File: src/assert_macros.svh
// Assertion helpers included by the top-level RTL file.
`ifndef ASSERT_MACROS_SVH
`define ASSERT_MACROS_SVH

// Clocked assertion, disabled while reset is asserted.
`define ASSERT_CLK(label, prop, msg) \
  label: assert property (@(posedge clk_i) disable iff (!rst_ni) (prop)) else $error(msg);

// Clocked assertion that also holds during reset.
`define ASSERT_ALWAYS(label, prop, msg) \
  label: assert property (@(posedge clk_i) (prop)) else $error(msg);

`endif

File: src/mqsd_pkg.sv
package mqsd_pkg;

  // Default number of encoder lanes.
  localparam int unsigned EncodersDef = 5;
  // Pin bits carried per item; lanes at or above this read idle pins.
  localparam int unsigned PinBits = 5;
  localparam int unsigned IdxW = 3;
  localparam int unsigned CfgW = 3;
  localparam int unsigned CountW = 8;

  // Phase / candidate codes (A in bit 1, B in bit 0, after inversion).
  localparam logic [1:0] PH_NONE      = 2'b00;
  localparam logic [1:0] PH_CCW_START = 2'b01;
  localparam logic [1:0] PH_CW_START  = 2'b10;

  // Operation codes.
  localparam logic OP_SAMPLE  = 1'b0;
  localparam logic OP_CONSUME = 1'b1;

  typedef logic signed [1:0] step_t;
  typedef logic signed [CountW-1:0] count_t;

  localparam step_t STEP_ZERO = 2'sb00;
  localparam step_t STEP_POS  = 2'sb01;
  localparam step_t STEP_NEG  = 2'sb11;

  localparam count_t COUNT_MAX = 8'sh7f;
  localparam count_t COUNT_MIN = 8'sh80;

  // Per-lane control from the front end.
  typedef struct packed {
    logic       sample;
    logic       consume;
    logic [1:0] phase;
  } lane_ctrl_t;

  // Consume request handed to the merge stage.
  typedef struct packed {
    logic            valid;
    logic [IdxW-1:0] idx;
  } consume_req_t;

endpackage

File: src/mqsd_lane.sv
module mqsd_lane
  import mqsd_pkg::*;
(
  input  logic       clk_i,
  input  logic       rst_ni,
  input  lane_ctrl_t ctrl_i,
  output step_t      step_o
);

  logic [1:0] last_q, last_d;
  logic [1:0] cand_q, cand_d;
  count_t     count_q, count_d;

  // Sign of the pending count is the step a consume returns.
  always_comb begin
    if (count_q > 0) begin
      step_o = STEP_POS;
    end else if (count_q < 0) begin
      step_o = STEP_NEG;
    end else begin
      step_o = STEP_ZERO;
    end
  end

  // Phase tracking and detent counting.
  always_comb begin
    last_d  = last_q;
    cand_d  = cand_q;
    count_d = count_q;
    if (ctrl_i.sample && (ctrl_i.phase != last_q)) begin
      last_d = ctrl_i.phase;
      if (cand_q == PH_NONE) begin
        if ((ctrl_i.phase == PH_CCW_START) || (ctrl_i.phase == PH_CW_START)) begin
          cand_d = ctrl_i.phase;
        end
      end else if (ctrl_i.phase == PH_NONE) begin
        if ((cand_q == PH_CW_START) && (last_q == PH_CCW_START)) begin
          if (count_q != COUNT_MAX) count_d = count_q + count_t'(1);
        end else if ((cand_q == PH_CCW_START) && (last_q == PH_CW_START)) begin
          if (count_q != COUNT_MIN) count_d = count_q - count_t'(1);
        end
        cand_d = PH_NONE;
      end
    end else if (ctrl_i.consume) begin
      // Move one step toward zero.
      if (count_q > 0) begin
        count_d = count_q - count_t'(1);
      end else if (count_q < 0) begin
        count_d = count_q + count_t'(1);
      end
    end
  end

  always_ff @(posedge clk_i or negedge rst_ni) begin
    if (!rst_ni) begin
      last_q  <= PH_NONE;
      cand_q  <= PH_NONE;
      count_q <= '0;
    end else begin
      last_q  <= last_d;
      cand_q  <= cand_d;
      count_q <= count_d;
    end
  end

endmodule

File: src/mqsd_merge.sv
module mqsd_merge
  import mqsd_pkg::*;
#(
  parameter int unsigned ENCODERS = EncodersDef
) (
  input  logic         clk_i,
  input  logic         rst_ni,
  input  step_t        lane_step_i [ENCODERS],
  input  consume_req_t req_i,
  output logic         ready_o,
  output logic         out_valid_o,
  input  logic         out_ready_i,
  output step_t        out_step_o
);

  step_t sel_step;
  logic  out_v_q, out_v_d, skid_v_q, skid_v_d;
  step_t out_q, out_d, skid_q, skid_d;
  logic  pop;

  // Pick the addressed lane; out-of-range index gives zero.
  always_comb begin
    sel_step = STEP_ZERO;
    for (int i = 0; i < ENCODERS; i++) begin
      if (32'(req_i.idx) == i) sel_step = lane_step_i[i];
    end
  end

  // Two-entry result buffer: output register plus skid register.
  assign pop     = out_v_q && out_ready_i;
  assign ready_o = !skid_v_q;

  always_comb begin
    out_v_d  = out_v_q;
    out_d    = out_q;
    skid_v_d = skid_v_q;
    skid_d   = skid_q;
    if (!out_v_q || pop) begin
      if (skid_v_q) begin
        out_v_d  = 1'b1;
        out_d    = skid_q;
        skid_v_d = req_i.valid;
        skid_d   = sel_step;
      end else begin
        out_v_d = req_i.valid;
        out_d   = sel_step;
      end
    end else if (req_i.valid) begin
      skid_v_d = 1'b1;
      skid_d   = sel_step;
    end
  end

  always_ff @(posedge clk_i or negedge rst_ni) begin
    if (!rst_ni) begin
      out_v_q  <= 1'b0;
      skid_v_q <= 1'b0;
    end else begin
      out_v_q  <= out_v_d;
      skid_v_q <= skid_v_d;
    end
  end

  always_ff @(posedge clk_i) begin
    out_q  <= out_d;
    skid_q <= skid_d;
  end

  assign out_valid_o = out_v_q;
  assign out_step_o  = out_q;

endmodule

File: src/multi_quadrature_step_decoder.sv
// Channel   Direction  Transfer when              Payload
// s_axis    in         s_axis_tvalid & tready     tdata: pin_a, pin_b, index; tuser: op
// m_axis    out        m_axis_tvalid & tready     tdata: step
// cfg       in         cfg_valid_i & cfg_ready_o  active_encoders
//
// One item is taken every cycle while s_axis_tready is high; a sample updates the
// active lanes, a consume the indexed lane, in the cycle of the transfer. A consume
// result is registered; a sample gives none. s_axis_tready drops only while two
// results are buffered (a consume came in while m_axis held a stalled result) and
// rises again the cycle after the next m_axis transfer. Reset clears all lane
// state, the result buffer and active_encoders; the config port is always ready.
module multi_quadrature_step_decoder
  import mqsd_pkg::*;
#(
  parameter int unsigned ENCODERS = EncodersDef
) (
  input  logic            clk_i,
  input  logic            rst_ni,
  input  logic            s_axis_tvalid,
  output logic            s_axis_tready,
  input  logic [15:0]     s_axis_tdata,  // [4:0] pin_a_levels, [9:5] pin_b_levels,
                                         // [12:10] encoder_index, [15:13] zero
  input  logic            s_axis_tuser,  // [0] operation
  output logic            m_axis_tvalid,
  input  logic            m_axis_tready,
  output logic [7:0]      m_axis_tdata,  // [1:0] step (signed), [7:2] zero
  input  logic            cfg_valid_i,
  output logic            cfg_ready_o,
  input  logic [CfgW-1:0] cfg_data_i     // active_encoders
);

  `include "assert_macros.svh"

  logic [CfgW-1:0]    active_q;
  logic [PinBits-1:0] pin_a, pin_b;
  logic [IdxW-1:0]    idx;
  logic               accept;
  logic               sample_acc;
  lane_ctrl_t         lane_ctrl [ENCODERS];
  step_t              lane_step [ENCODERS];
  consume_req_t       req;
  step_t              out_step;

  assign pin_a      = s_axis_tdata[PinBits-1:0];
  assign pin_b      = s_axis_tdata[2*PinBits-1:PinBits];
  assign idx        = s_axis_tdata[2*PinBits+IdxW-1:2*PinBits];
  assign accept     = s_axis_tvalid && s_axis_tready;
  assign sample_acc = accept && (s_axis_tuser == OP_SAMPLE);

  // Configuration register.
  assign cfg_ready_o = 1'b1;
  always_ff @(posedge clk_i or negedge rst_ni) begin
    if (!rst_ni) begin
      active_q <= '0;
    end else if (cfg_valid_i && cfg_ready_o) begin
      active_q <= cfg_data_i;
    end
  end

  // Lanes: each below PinBits decodes its own pin pair; the rest see idle pins.
  for (genvar g = 0; g < ENCODERS; g++) begin : g_lane
    if (g < PinBits) begin : g_pins
      assign lane_ctrl[g].phase = {~pin_a[g], ~pin_b[g]};
    end else begin : g_idle
      assign lane_ctrl[g].phase = PH_NONE;
    end
    assign lane_ctrl[g].sample  = sample_acc && (32'(active_q) > g);
    assign lane_ctrl[g].consume = accept && (s_axis_tuser == OP_CONSUME)
                                  && (32'(idx) == g);

    mqsd_lane u_lane (
      .clk_i  (clk_i),
      .rst_ni (rst_ni),
      .ctrl_i (lane_ctrl[g]),
      .step_o (lane_step[g])
    );
  end

  // Merge lane steps into the result stream.
  assign req.valid = accept && (s_axis_tuser == OP_CONSUME);
  assign req.idx   = idx;

  mqsd_merge #(
    .ENCODERS (ENCODERS)
  ) u_merge (
    .clk_i       (clk_i),
    .rst_ni      (rst_ni),
    .lane_step_i (lane_step),
    .req_i       (req),
    .ready_o     (s_axis_tready),
    .out_valid_o (m_axis_tvalid),
    .out_ready_i (m_axis_tready),
    .out_step_o  (out_step)
  );

  assign m_axis_tdata = {6'b0, out_step};

  // Checks.
  `ASSERT_CLK(a_stall_has_result, !s_axis_tready |-> m_axis_tvalid, "stall without result")
  `ASSERT_CLK(a_consume_shows, (req.valid && !m_axis_tvalid) |=> m_axis_tvalid, "result missing")
  `ASSERT_CLK(a_sample_silent, (sample_acc && !m_axis_tvalid) |=> !m_axis_tvalid, "extra result")
  `ASSERT_CLK(a_step_legal, m_axis_tvalid |-> (m_axis_tdata[1:0] != 2'b10), "illegal step code")

endmodule
File: config.mk
export PLATFORM = sky130hd
export DESIGN_NAME = multi_quadrature_step_decoder
export DESIGN_NICKNAME = d
export VERILOG_FILES = /design/src/mqsd_pkg.sv /design/src/mqsd_lane.sv /design/src/mqsd_merge.sv /design/src/multi_quadrature_step_decoder.sv
export VERILOG_INCLUDE_DIRS = /design/src /design/src/src
export SDC_FILE = /design/constraint.sdc
export NUM_CORES = 1
export LEC_CHECK = 0
export ABC_AREA = 1
export CORE_MARGIN = 8
export CORE_UTILIZATION = 40
export DETAILED_ROUTE_END_ITERATION = 8
export DONT_BUFFER_PORTS = 1
export GPL_TIMING_DRIVEN = 0
export SKIP_LAST_GASP = 1
export SLEW_MARGIN = 40
export SYNTH_ARGS = -nofsm -noshare
export SYNTH_HDL_FRONTEND = slang
export SYNTH_SLANG_ARGS = --single-unit
File: constraint.sdc
create_clock -name clk_i -period 1.55 [get_ports clk_i]
set_input_delay 0.155 -clock clk_i [delete_from_list [all_inputs] [get_ports clk_i]]
set_output_delay 0.155 -clock clk_i [all_outputs]
set_load 0.005 [all_outputs]
==> flow_summary.rst <==
.. list-table::
   :header-rows: 1

   * - Metric
     - Value
   * - Number of distinct library cells after synthesis
     - 42
   * - IR drop worst, VDD
     - 0.8691 mV
   * - Maximum clock insertion buffer count
     - 2
   * - Min Clock Period, post-route
     - 1.688 ns
   * - Via count normalized by instance count
     - 4.994
   * - Post-synthesis sequential area ratio
     - 0.2734
   * - Number of remaining DRC errors
     - 0
   * - Final weighted congestion in routability-driven placement
     - 0.8841
   * - Core region area
     - 0.01577 mm^2
   * - Final worst hold slack
     - -0.5026 ns
   * - Initial DRC Count
     - 472
   * - Std cell rows
     - 46
   * - Start-to-end type of the worst setup path
     - reg -> reg
   * - Vias
     - 6857
   * - Status
     - complete, but fails checks
   * - Number of antenna violations at the first check in global routing
     - 0
   * - Final Routed Wirelength
     - 18990 um
   * - Final hold violation count
     - 65
   * - Violations in the final reports
     - negative hold slack, negative setup slack
   * - Setup TNS
     - -2.000 ns
   * - Synthesis-stage register bit count
     - 69
   * - Fillers
     - 1476
   * - Via count of the first global-routing pass
     - 6382
   * - Die ar.
     - 0.02027 mm^2
   * - Clock slew at the register clock pins of the worst setup and hold paths
     - 0.06 ns
   * - Largest driver fanout on the critical path
     - 8
   * - Avg WL per Cell
     - 13.83 um
   * - MaxCap Viol Count
     - 0
   * - Antenna Cells
     - 0
   * - CTS tree
     - yes
   * - Remaining max-slew budget at the tightest pin
     - 0.5331
   * - Slew Limit Fails
     - 0
   * - Tot GR Track Use
     - 0.1869
   * - Initial core utilization
     - 0.4052
   * - Number of warning messages in the yosys log
     - 0
   * - Worst-Margin Slew
     - 0.6930 ns
   * - Antenna-violating nets left
     - 0
   * - Clock tree skew after final layout
     - 0.009423 ns
   * - Num CTS Buffers
     - 9
   * - Synthesized area
     - 0.006390 mm^2
   * - Horiz. Die Dim
     - 142.4 um
   * - Number of cells produced by synthesis
     - 1041
   * - CP Data Required Time
     - 1.78 ns
   * - Height of the die
     - 142.4 um
   * - Number of nets in the finished design
     - 1197
   * - HP Class
     - in -> async
   * - Number of top-level design ports
     - 36
   * - Highest clock frequency the design can meet
     - 0.5924 GHz
   * - Post-DP HPWL
     - 11580 um
   * - Post-route fraction of the period consumed by the critical path
     - 1.089
   * - Num Clock Sinks
     - 69
   * - Cell at the root of the clock tree
     - clkbuf_16
   * - Setup ws final
     - -0.1379 ns
   * - RR Endpoint
     - g_lane[1].u_lane.count_q[1]
   * - Layout overhead on the synthesized area
     - 36.62%
   * - H-tree lvl count
     - 3
   * - Reg2Reg Setup Slack
     - -0.14 ns
   * - GRT overflow
     - 0
   * - Worst reg2reg path depth
     - 8
   * - Power Dens Cells
     - 1654 mW/mm^2
   * - Fin util
     - 0.5536
   * - Setup repair after global routing missed its margin
     - true
   * - Nature of the critical path startpoint
     - flop
   * - Layout cell share with drive strength beyond 1
     - 0.3060
   * - Endpoint arrival time on the critical path
     - 1.92 ns
   * - First-pass GRT wire length
     - 30530 um
   * - Launch instance of the worst register-to-register path
     - g_lane[1].u_lane.count_q[0]
   * - Cell leakage power
     - 4.444 nW
   * - Input/output buffers
     - 0
   * - Later-pin clock latency in the skew report
     - 0.35 ns
   * - Final setup violation count
     - 36
   * - Cts hold-fix bufs
     - 11
   * - Largest net degree at the start of global routing
     - 66
   * - First-pass DRT Iterations
     - 5
   * - Type of destination of the critical path
     - flop
   * - Syn avg cell area
     - 6.138 um^2
==> synth_stat cells <==
cell type	count	area, um^2
nand3_2	3	30.03
xnor2_1	6	52.55
clkbuf_2	4	20.02
inv_2	8	30.03
a21oi_1	5	25.02
nand2_1	468	1757
nand2_4	7	78.83
nand4_1	16	100.1
inv_4	1	6.260
nor2_1	74	277.8
mux2_2	2	22.52
nor2_4	6	67.56
xor2_1	26	227.7
a21oi_4	1	16.27
or2_2	2	12.51
and2_1	1	6.260
o21ai_1	4	20.02
ha_1	20	250.2
o32ai_1	1	8.760
nor3_1	7	35.03
buf_2	6	30.03
clkinv_1	1	3.750
o21ai_0	52	260.3
edfxtp_1	4	120.1
nor3_4	1	16.27
buf_6	2	22.52
clkinv_2	2	10.01
conb_1	2	7.510
nor2_2	10	62.56
clkinv_4	1	8.760
nand3b_1	3	22.52
o31ai_1	4	30.03
nand3b_4	1	20.02
inv_1	97	364.1
buf_4	10	75.07
nand2_2	11	68.82
nand4_2	1	12.51
dfrtp_1	65	1627
o22ai_1	4	25.02
clkbuf_1	1	3.750
nand3_1	97	485.5
nand3_4	4	70.07
==> layer usage <==
layer | GRT usage | part of all wire | vias up
met4 | 0.08166 | 0.020 | 0
met1 | 0.2322 | 0.44 | 3175
met2 | 0.3126 | 0.50 | 152
met3 | 0.03120 | 0.040 | 29
li1 | - | - | 3501
met5 | 0 | 0 | -
==> critical path: stages, from the launching register on <==
cell and delay, ns:
dfrtp_1 0.41, ha_2 0.24, nand3_2 0.11, nor2_2 0.17
nand4_1 0.20, nand3b_4 0.19, nand2_8 0.11, nand2_2 0.07
nand2_1 0.06
==> cells by family (layout without fill, tap and decap cells) <==
kind of cell    count (synthesis)  count (layout)  synth area share
fa+ha+maj                      20              20           0.03916
compound gates                 71              71           0.06031
buf+inv                       133             240           0.08988
other cells                     2               7          0.001175
mux                             2               2          0.003524
flops                          69              69            0.2734
simple gates                  712             716            0.4887
xor+xnor                       32              32           0.04386
==> sequential cells by signal, summed over array words and instances, names as in the netlist <==
name	count
u_merge.out_step_o	2
active_q	3
g_lane.u_lane.count_q	40
u_merge.skid_q	2
g_lane.u_lane.cand_q	10
u_merge.out_valid_o	1
u_merge.skid_v_q	1
g_lane.u_lane.last_q	10
==> worst max path at each step <==
stage                                startpoint                           to  slack (ns)  depth (start not counted)
global route        g_lane[1].u_lane.count_q[0]  g_lane[1].u_lane.count_q[1]       -0.22                          8
global placement               u_merge.skid_v_q  g_lane[4].u_lane.count_q[1]       -0.32                          9
CTS                  g_lane[4].u_lane.cand_q[1]  g_lane[4].u_lane.count_q[3]       -0.07                          9
floorplan           g_lane[0].u_lane.count_q[0]            u_merge.skid_q[0]        0.04                          8
finish              g_lane[1].u_lane.count_q[0]  g_lane[1].u_lane.count_q[1]       -0.14                          8
detailed placement             u_merge.skid_v_q  g_lane[4].u_lane.count_q[4]       -0.29                          9
==> report_power, final <==
part	internal, mW	switching (mW)	leakage [nW]
Clock	1.23	0.846	0.135
Sequential	2.34	0.723	0.867
Combinational	3.61	5.70	3.44
Total	7.17	7.27	4.44
==> layout by cell type (no fill, tap or decap), drive strengths merged, types with 14 or more instances in the layout <==
cell type / instances
nand3: 105
nand2: 487
o21ai: 56
nor2: 91
clkbuf: 14
ha: 20
nand4: 17
buf: 99
xor2: 26
inv: 106
dfrtp: 65
==> what timing repair did <==
action,CTS,global route
gates resized for setup,115,167
hold endpoints to repair,79,65
pin swaps,77,77
endpoints found under the setup margin,51,55
setup buffers,62,23
cloned,4,0
==> layout make-up <==
| type | count | area [um^2] | area share |
|---|---|---|---|
| Multi-Input combinational cell | 848 | 4956 | 0.5677 |
| Sequential cell | 69 | 1777 | 0.2035 |
| Timing Repair Buffer | 95 | 837.1 | 0.09589 |
| Inverter | 110 | 462.9 | 0.05303 |
| Tap cell | 216 | 270.3 | 0.03096 |
| Clock buffer | 10 | 229.0 | 0.02623 |
| Buffer | 19 | 143.9 | 0.01648 |
| Clock inverter | 6 | 53.80 | 0.006163 |
==> metrics by stage <==
| stage | total power [mW] | cells | hold WS, ns | area, um^2 | setup slack (ns) |
|---|---|---|---|---|---|
| after CTS | 13.01 | 1351 | -0.5135 | 7963 | -0.06539 |
| after global placement | 9.645 | 1262 | -0.1377 | 6679 | -0.3203 |
| after global routing | 15.79 | 1373 | -0.5146 | 8730 | -0.2158 |
| after detailed placement | 9.656 | 1262 | -0.1373 | 6679 | -0.2946 |
| final | 14.44 | 1373 | -0.5026 | 8730 | -0.1379 |
| after floorplan | 8.358 | 1046 | -0.1406 | 6409 | 0.04225 |
Power figures use the tool's default switching activity.
